`src/rtl/pec_pkg.sv`:
```
`timescale 1ns / 1ps
`default_nettype none
// ----------------------------------------------------------------------------
// pec_pkg: shared types and constants of the percent escape codec
// item layouts, decoder state record and character codes
// ----------------------------------------------------------------------------
package pec_pkg;

    typedef struct packed {
        logic [7:0] in_byte;
        logic       in_last;
    } in_item_t;

    typedef struct packed {
        logic [7:0] out_byte;
        logic       run_last;
    } out_item_t;

    typedef struct packed {
        logic       quote_mode;
        logic       just_toggled;
        logic [1:0] escape_phase;
        logic [3:0] hex_partial;
        logic       hex_stopped;
        logic       string_ended;
    } dec_state_t;

    // escape phases
    localparam logic [1:0] PHASE_NONE  = 2'd0;
    localparam logic [1:0] PHASE_FIRST = 2'd1;
    localparam logic [1:0] PHASE_SECOND = 2'd2;

    // direction register codes
    localparam logic DIR_ENCODE = 1'b0;
    localparam logic DIR_DECODE = 1'b1;

    localparam logic [7:0] CH_NUL     = 8'h00;
    localparam logic [7:0] CH_SPACE   = 8'h20;
    localparam logic [7:0] CH_QUOTE   = 8'h22;
    localparam logic [7:0] CH_PERCENT = 8'h25;
    localparam logic [7:0] CH_AMP     = 8'h26;
    localparam logic [7:0] CH_PLUS    = 8'h2B;
    localparam logic [7:0] CH_EQUAL   = 8'h3D;
    localparam logic [7:0] CH_TILDE   = 8'h7E;

    // upper-case hex digit for a nibble
    function automatic logic [7:0] hex_char(input logic [3:0] nib);
        logic [7:0] r;
        begin
            if (nib < 4'd10) begin
                r = 8'h30 + {4'h0, nib};
            end else begin
                r = 8'h37 + {4'h0, nib};
            end
            return r;
        end
    endfunction

    // {is_hex, value} of a character, either case
    function automatic logic [4:0] hex_value(input logic [7:0] c);
        logic [4:0] r;
        begin
            if (c >= 8'h30 && c <= 8'h39) begin
                r = {1'b1, c[3:0]};
            end else if ((c >= 8'h41 && c <= 8'h46) || (c >= 8'h61 && c <= 8'h66)) begin
                r = {1'b1, c[3:0] + 4'd9};
            end else begin
                r = 5'd0;
            end
            return r;
        end
    endfunction

endpackage
`default_nettype wire

```
`src/rtl/pec_codec.sv`:
```
`timescale 1ns / 1ps
`default_nettype none
// ----------------------------------------------------------------------------
// pec_codec: one-item escape encode / decode step
// gives up to three characters for one item and the next decoder state
// ----------------------------------------------------------------------------
module pec_codec (
    input  wire logic                 direction,
    input  wire pec_pkg::in_item_t    item,
    input  wire pec_pkg::dec_state_t  st,
    output pec_pkg::dec_state_t       st_next,
    output logic [2:0][7:0]           chars,
    output logic [1:0]                count
);

    logic [7:0] b;
    logic [4:0] hv;
    logic       dropped;

    assign b  = item.in_byte;
    assign hv = pec_pkg::hex_value(b);

    always_comb begin
        st_next = st;
        chars   = '0;
        count   = 2'd0;
        dropped = 1'b0;
        if (direction == pec_pkg::DIR_ENCODE) begin
            if (b > pec_pkg::CH_SPACE && b <= pec_pkg::CH_TILDE &&
                b != pec_pkg::CH_EQUAL && b != pec_pkg::CH_QUOTE &&
                b != pec_pkg::CH_AMP && b != pec_pkg::CH_PERCENT &&
                b != pec_pkg::CH_PLUS) begin
                chars[0] = b;
                count    = 2'd1;
            end else if (b == pec_pkg::CH_SPACE) begin
                chars[0] = pec_pkg::CH_PLUS;
                count    = 2'd1;
            end else begin
                chars[0] = pec_pkg::CH_PERCENT;
                chars[1] = pec_pkg::hex_char(b[7:4]);
                chars[2] = pec_pkg::hex_char(b[3:0]);
                count    = 2'd3;
            end
        end else if (!st.string_ended) begin
            if (b == pec_pkg::CH_NUL) begin
                st_next.string_ended = 1'b1;
                st_next.escape_phase = pec_pkg::PHASE_NONE;
                st_next.hex_partial  = 4'd0;
                st_next.hex_stopped  = 1'b0;
                st_next.just_toggled = 1'b0;
            end else if (st.escape_phase == pec_pkg::PHASE_FIRST) begin
                if (b == pec_pkg::CH_PERCENT) begin
                    st_next.escape_phase = pec_pkg::PHASE_NONE;
                    chars[0] = pec_pkg::CH_PERCENT;
                    count    = 2'd1;
                end else begin
                    st_next.hex_partial  = hv[4] ? hv[3:0] : 4'd0;
                    st_next.hex_stopped  = !hv[4];
                    st_next.escape_phase = pec_pkg::PHASE_SECOND;
                end
            end else if (st.escape_phase == pec_pkg::PHASE_SECOND) begin
                if (!st.hex_stopped && hv[4]) begin
                    chars[0] = {st.hex_partial, hv[3:0]};
                end else begin
                    chars[0] = {4'h0, st.hex_partial};
                end
                count = 2'd1;
                st_next.escape_phase = pec_pkg::PHASE_NONE;
                st_next.hex_partial  = 4'd0;
                st_next.hex_stopped  = 1'b0;
            end else begin
                if (st.just_toggled) begin
                    st_next.just_toggled = 1'b0;
                end else if (b == pec_pkg::CH_QUOTE) begin
                    st_next.quote_mode   = !st.quote_mode;
                    st_next.just_toggled = 1'b1;
                    dropped = 1'b1;
                end
                if (!dropped) begin
                    if (!st.quote_mode && b == pec_pkg::CH_PLUS) begin
                        chars[0] = pec_pkg::CH_SPACE;
                        count    = 2'd1;
                    end else if (!st.quote_mode && b == pec_pkg::CH_PERCENT) begin
                        st_next.escape_phase = pec_pkg::PHASE_FIRST;
                    end else begin
                        chars[0] = b;
                        count    = 2'd1;
                    end
                end
            end
        end
        // string boundary clears the decoder in either direction
        if (item.in_last) begin
            st_next = '0;
        end
    end

endmodule
`default_nettype wire

```
`src/rtl/percent_escape_codec.sv`:
```
`timescale 1ns / 1ps
`default_nettype none
// the accept edge loads the input register; the codec result of the item is loaded
//   into the result buffer once the buffer is free, unless the item gives nothing
// the result buffer sends one result per cycle while m_ready is high, and takes a
//   new item only when it is empty or its last character is being taken
// reset: synchronous active-low aresetn empties both stages, direction = encode
//   and clears the decoder state
// ----------------------------------------------------------------------------
// percent_escape_codec: percent / plus escape encoder and decoder
// encode: byte to one or three characters, decode: text to bytes with quotes
// ----------------------------------------------------------------------------
module percent_escape_codec (
    input  wire logic                aclk,
    input  wire logic                aresetn,
    // direction register write channel
    input  wire logic                cfg_valid,
    output logic                     cfg_ready,
    input  wire logic                cfg_data,
    // input items
    input  wire logic                s_valid,
    output logic                     s_ready,
    input  wire pec_pkg::in_item_t   s_payload,
    // result items
    output logic                     m_valid,
    input  wire logic                m_ready,
    output pec_pkg::out_item_t       m_payload
);

    // direction register
    logic direction_reg;

    // input register stage
    logic               in_valid_reg;
    pec_pkg::in_item_t  in_item_reg;

    // decoder state
    pec_pkg::dec_state_t state_reg;
    pec_pkg::dec_state_t state_next;

    // result buffer: up to three characters, sent one a cycle while m_ready is high
    logic             buf_valid_reg;
    logic [2:0][7:0]  buf_chars_reg;
    logic [1:0]       buf_cnt_reg;
    logic [1:0]       buf_ptr_reg;

    logic [2:0][7:0]  chars;
    logic [1:0]       count;
    logic             buf_last;
    logic             buf_free;
    logic             consume;

    pec_codec u_codec (
        .direction (direction_reg),
        .item      (in_item_reg),
        .st        (state_reg),
        .st_next   (state_next),
        .chars     (chars),
        .count     (count)
    );

    // the last character of the buffered item
    assign buf_last = (buf_ptr_reg == (buf_cnt_reg - 2'd1));
    // buffer can take a new item this cycle
    assign buf_free = !buf_valid_reg || (m_ready && buf_last);
    // an item that gives nothing leaves without waiting for the buffer
    assign consume  = in_valid_reg && ((count == 2'd0) || buf_free);

    assign s_ready   = !in_valid_reg || consume;
    assign cfg_ready = 1'b1;

    assign m_valid            = buf_valid_reg;
    assign m_payload.out_byte = buf_chars_reg[buf_ptr_reg];
    assign m_payload.run_last = buf_last;

    always_ff @(posedge aclk) begin
        if (!aresetn) begin
            direction_reg <= pec_pkg::DIR_ENCODE;
            in_valid_reg  <= 1'b0;
            state_reg     <= '0;
            buf_valid_reg <= 1'b0;
            buf_cnt_reg   <= 2'd0;
            buf_ptr_reg   <= 2'd0;
        end else begin
            if (cfg_valid && cfg_ready) begin
                direction_reg <= cfg_data;
            end

            // input stage
            if (s_valid && s_ready) begin
                in_valid_reg <= 1'b1;
            end else if (consume) begin
                in_valid_reg <= 1'b0;
            end

            if (consume) begin
                state_reg <= state_next;
            end

            // result buffer
            if (consume && count != 2'd0) begin
                buf_valid_reg <= 1'b1;
                buf_cnt_reg   <= count;
                buf_ptr_reg   <= 2'd0;
            end else if (buf_valid_reg && m_ready) begin
                if (buf_last) begin
                    buf_valid_reg <= 1'b0;
                end else begin
                    buf_ptr_reg <= buf_ptr_reg + 2'd1;
                end
            end
        end
    end

    // payload registers
    always_ff @(posedge aclk) begin
        if (s_valid && s_ready) begin
            in_item_reg <= s_payload;
        end
        if (consume && count != 2'd0) begin
            buf_chars_reg <= chars;
        end
    end

    // the send pointer never runs past the buffered count
    a_ptr_in_range: assert property (@(posedge aclk) disable iff (!aresetn)
        buf_valid_reg |-> (buf_cnt_reg != 2'd0 && buf_ptr_reg < buf_cnt_reg))
        else $error("result pointer out of range");

    // a three-character result is always a percent escape
    a_escape_form: assert property (@(posedge aclk) disable iff (!aresetn)
        (buf_valid_reg && buf_cnt_reg == 2'd3 && buf_ptr_reg == 2'd0)
        |-> (m_payload.out_byte == pec_pkg::CH_PERCENT))
        else $error("three-character result without escape mark");

    // a string end clears all decoder state
    a_last_clears: assert property (@(posedge aclk) disable iff (!aresetn)
        (consume && in_item_reg.in_last) |=> (state_reg == '0))
        else $error("decoder state not cleared after string end");

    // encoding never touches the decoder state unless the string ends
    a_encode_keeps: assert property (@(posedge aclk) disable iff (!aresetn)
        (consume && direction_reg == pec_pkg::DIR_ENCODE && !in_item_reg.in_last)
        |=> $stable(state_reg))
        else $error("encoder changed decoder state");

    // an empty input stage always takes an item
    a_ready_empty: assert property (@(posedge aclk) disable iff (!aresetn)
        !in_valid_reg |-> s_ready)
        else $error("input stage empty but not ready");

endmodule
`default_nettype wire
```
`config.mk`:
```
export PLATFORM = sky130hd
export DESIGN_NAME = percent_escape_codec
export DESIGN_NICKNAME = d
export VERILOG_FILES = /design/src/rtl/pec_pkg.sv /design/src/rtl/pec_codec.sv /design/src/rtl/percent_escape_codec.sv
export SDC_FILE = /design/constraint.sdc
export NUM_CORES = 1
export LEC_CHECK = 0
export BUFFER_PORTS_ARGS = -buffer_cell sky130_fd_sc_hd__buf_2
export CORE_UTILIZATION = 33
export DETAILED_ROUTE_END_ITERATION = 7
export SLEW_MARGIN = 20
export SYNTH_ARGS = -nofsm -noshare
export SYNTH_HDL_FRONTEND = slang
export SYNTH_HIERARCHICAL = 1
export SYNTH_SLANG_ARGS = --single-unit
```
`constraint.sdc`:
```
create_clock -name aclk -period 9.8 [get_ports aclk]
set_clock_uncertainty 0.05 [all_clocks]
set_input_delay 0 -clock aclk [delete_from_list [all_inputs] [get_ports aclk]]
set_output_delay 0 -clock aclk [all_outputs]
set_load 0.01 [all_outputs]
```
==> results.txt <==
The flow ran to the end, and the final reports show no timing, DRC or antenna violations. For the finished layout, the period the worst path requires is 4310 ps. The post-synthesis to final-layout area growth came out at 12.1%. The routed layout has 2816 vias. The first-pass GRT wire length is 13.0 mm, and the effective utilization at floorplan is 33.9%.

The critical path goes through inv_1, ha_1, and3b_1, o21ai_2, o21ai_1, or4_1, nand2_1, inv_1, o21ai_0, inv_1, a31oi_2. The max-slew violation total from the final report is 0, and the total congestion overflow is 0. Counting the buffers created by CTS gives 5. The worst setup path is launched from a flop.

Predominant post-synthesis flop cell: edfxtp_1. The setup path with the least slack is of type reg2reg. The maximum fanout along the worst path was 13; the cell area after layout was 3700 um2. Across the run, the number of max-cap violations was 0.

The tools report the worst path required time as 9700 ps. The slowest stage of the critical path is the or4_1 cell. Critical path capture point type: a flop. The total core area came out at 9730 um2.

The kind of cell with the highest combined delay along the critical path is simple AND/OR/NAND/NOR gates. The cell sitting at the root of the clock tree is a clkbuf_8. The mapped netlist covers 3300 um2. The count of buffers added on input and output ports is 25. The cell count after synthesis came out at 376. The first TritonRoute pass finished after 6 iterations. The non-filler instance count after layout came out at 528. Dividing total power by cell area gives a power density of 128 nW/um2. The leakage power summed over all cells came out at 1.29 nW. The detailed placement HPWL was 5.83 mm; the global-route usage over all layers was 15.9%. The synthesized design contains 33 enable-type register cells. For this design, the CTS-stage hold fixing added 12 buffers. At the pin with the least slew margin, the transition time is 796 ps.

Summing the sequential cell areas from Yosys gives 40.3% of the chip area. The tools report the startpoint of the worst register-to-register path as in_item_reg[2]. The run gives 2597 as the number of global-route vias before repair. The CTS sink count is 50. A synthesized cell averages 8.78 um2. From left edge to right edge, the die measures 102 um. The path class of the lowest-slack min-delay path is in2reg. Floorplan row count: 36.

The level count of the clock H-tree came out at 2. The worst hold path begins at m_ready. Data on the critical path arrives at its endpoint at 4210 ps. Synthesis instantiated 61 different standard cells from the library. Number of nets still failing antenna checks after routing: 0.

The path with the worst hold slack has its endpoint at buf_ptr_reg[1]. Destination of the worst register-to-register timing path: in_item_reg[2]. Based on the critical path, the design can be clocked at up to 232 MHz.

In this run the count of I/O pins placed on the die edge is 27. The total of cells resized after clock tree synthesis was 0; the area enclosed by the die boundary was 10400 um2. The number of vias per cell was 5.33; the DRC violation count after routing was 0. The tools report the aggregate routed wire length as 7.85 mm. Yosys printed 6 warnings. The violation count after the first detailed-route iteration was 285. Synthesis inferred 50 register bits. The tools report the post-detailed-placement cell area as 3450 um2. For the number of failing hold endpoints at the final stage, the log shows 0.

Worst reg-to-reg setup slack: 5490 ps. The post-CTS setup repair buffer count was 0; the stage delay of the slowest cell on the critical path was 640 ps. The worst hold path was traced through 4 stages. Together, buffers and inverters on the worst path number 3. Dividing the final minimum period by the clock period gives 44.0%.

For the final routed database, the setup TNS stands at 0 ps. Measured in cells, the most critical reg-to-reg path has a length of 11. After clock tree synthesis, the clock-pin slew on the worst setup and hold paths is 90 ps.

After synthesis, the share of flip-flops with an asynchronous set or reset is 0%. The final layout contains 418 nets. VDD sags by at most 0.0000566 V. The maximum buffer depth of the clock tree is 2. By instance count, the cell type seen most on the critical path is inv_1. In the final routed layout, each cell accounts on average for 14.9 um. The tools report the maximum number of pins on one net before global-route repair as 30.

The number of flip-flops in the largest register was 24. The number of antenna diodes in the final layout is 0. The run gives 46.2% as the normalized max-slew margin. TritonCTS built the clock tree. The share of final-layout standard cells stronger than drive strength 1 was 10.6%. The number of placed cells counting well taps is 508. The logs give 5230 ps for the worst slack at placement and 0 for the total setup violations reported at the end of the flow. The logs give 0 for the number of antenna violations at the first check in global routing and 0.945 for the weighted congestion at the end of routability-driven global placement. In this run the vertical extent of the chip is 102 um. The tools report the source-to-sink clock delay at the later pin of the worst-skew pair as 310 ps. For the slack of the critical path, the log shows 5490 ps. Setup repair after global routing left no endpoint under its margin.
layout by cell type, fill, tap and decap left out, types with 3 or more instances in the layout:
cell type and n:
nand2_1 60, edfxtp_1 33, o21ai_0 25, buf_2 25
a21oi_1 24, nor2_1 24, mux2i_1 21, dfxtp_1 17
nand3_1 12, dlygate4sd3_1 12, inv_1 11, ha_1 9
nand3b_1 7, o2bb2ai_1 7, nor3_1 6, nand2b_1 6
xnor2_1 5, nor2b_1 5, clkbuf_8 5, and3b_1 4
o22ai_1 4, and3_1 4, a31oi_1 4, nor4_1 4
o21a_1 3, a21boi_0 3, nor3b_1 3, conb_1 3
nand4_1 3, a211oi_1 3
kinds of logic (layout without fill, tap and decap cells):
family                     Yosys count  count (layout)  share of synthesized area (%)
xor gates and xnor gates             5               5                           1.33
DFF                                 50              50                           40.3
buffers and inverters               39              57                           5.73
AOI/OAI and AO/OA                   98              98                           19.2
other                                2               3                          0.228
and+or+nand+nor                    150             150                           22.7
muxes                               22              22                           6.83
adders and majority gates           10              10                           3.72
Yosys cell counts, types with 5 or more instances:
library cell | count | area, um2
xnor2_1 | 5 | 43.8
clkbuf_1 | 12 | 45.0
ha_1 | 9 | 113
nor2b_1 | 5 | 31.3
buf_4 | 5 | 37.5
mux2i_1 | 21 | 210
inv_1 | 11 | 41.3
a21oi_1 | 24 | 120
buf_2 | 7 | 35.0
nand3b_1 | 7 | 52.6
nand2b_1 | 6 | 37.5
o21ai_0 | 25 | 125
edfxtp_1 | 33 | 991
nor2_1 | 24 | 90.1
dfxtp_1 | 17 | 340
nand3_1 | 12 | 60.1
o2bb2ai_1 | 7 | 61.3
a31oi_1 | 5 | 31.3
nand2_1 | 60 | 225
nor3_1 | 6 | 30.0
report_power, final:
group	internal [mW]	switching [mW]	leakage (nW)
Clock	0.0775	0.0742	0.0587
Combinational	0.0287	0.0406	0.784
Sequential	0.238	0.0132	0.448
Total	0.344	0.128	1.29
through the flow:
step	power (mW)	utilization (%)	hold WS [ps]
floorplan	0.302	-	48.9
global placement	0.319	35.5	130
detailed placement	0.321	35.5	128
CTS	0.478	37.9	67.0
global route	0.495	38.0	98.3
finish	0.472	38.0	78.3
worst reg2reg max path: stages, from the launching register on:
cell and delay, ps:
edfxtp_1 610, inv_1 230, ha_1 300, and3b_1 230, o21ai_2 170, o21ai_1 80
or4_1 650, nand2_1 370, inv_1 150, o21ai_0 370, inv_1 130, a31oi_2 610
metal layers:
layer  GRT usage, %  vias to the layer above  wire [um]
li1               -                     1399          -
met1           21.7                     1321       3680
met2           25.7                       80       3630
met3           2.33                       16        367
met4           5.49                        0        166
met5              0                        -          0
cell type report:
type                    instances  area [um2]
repair buffers                 38         253
fillers                      1029        6030
clock inverters                 3        47.5
well taps                     133         166
flip-flops and latches         50        1330
multi-input cells             288        1790
inverters                      11        41.3
clock buffers                   5        68.8
how the worst max path moves through the flow:
stage | from | to | slack (ps) | depth (start not counted)
after floorplan | in_item_reg[2] | in_item_reg[0] | 5990 | 14
after global placement | in_item_reg[2] | in_item_reg[5] | 5460 | 11
after detailed placement | in_item_reg[2] | in_item_reg[5] | 5230 | 11
after CTS | in_item_reg[2] | in_item_reg[5] | 5230 | 11
after global routing | in_item_reg[2] | in_item_reg[4] | 5190 | 11
final | in_item_reg[2] | in_item_reg[2] | 5490 | 11
(Power assumes the default switching activity.)
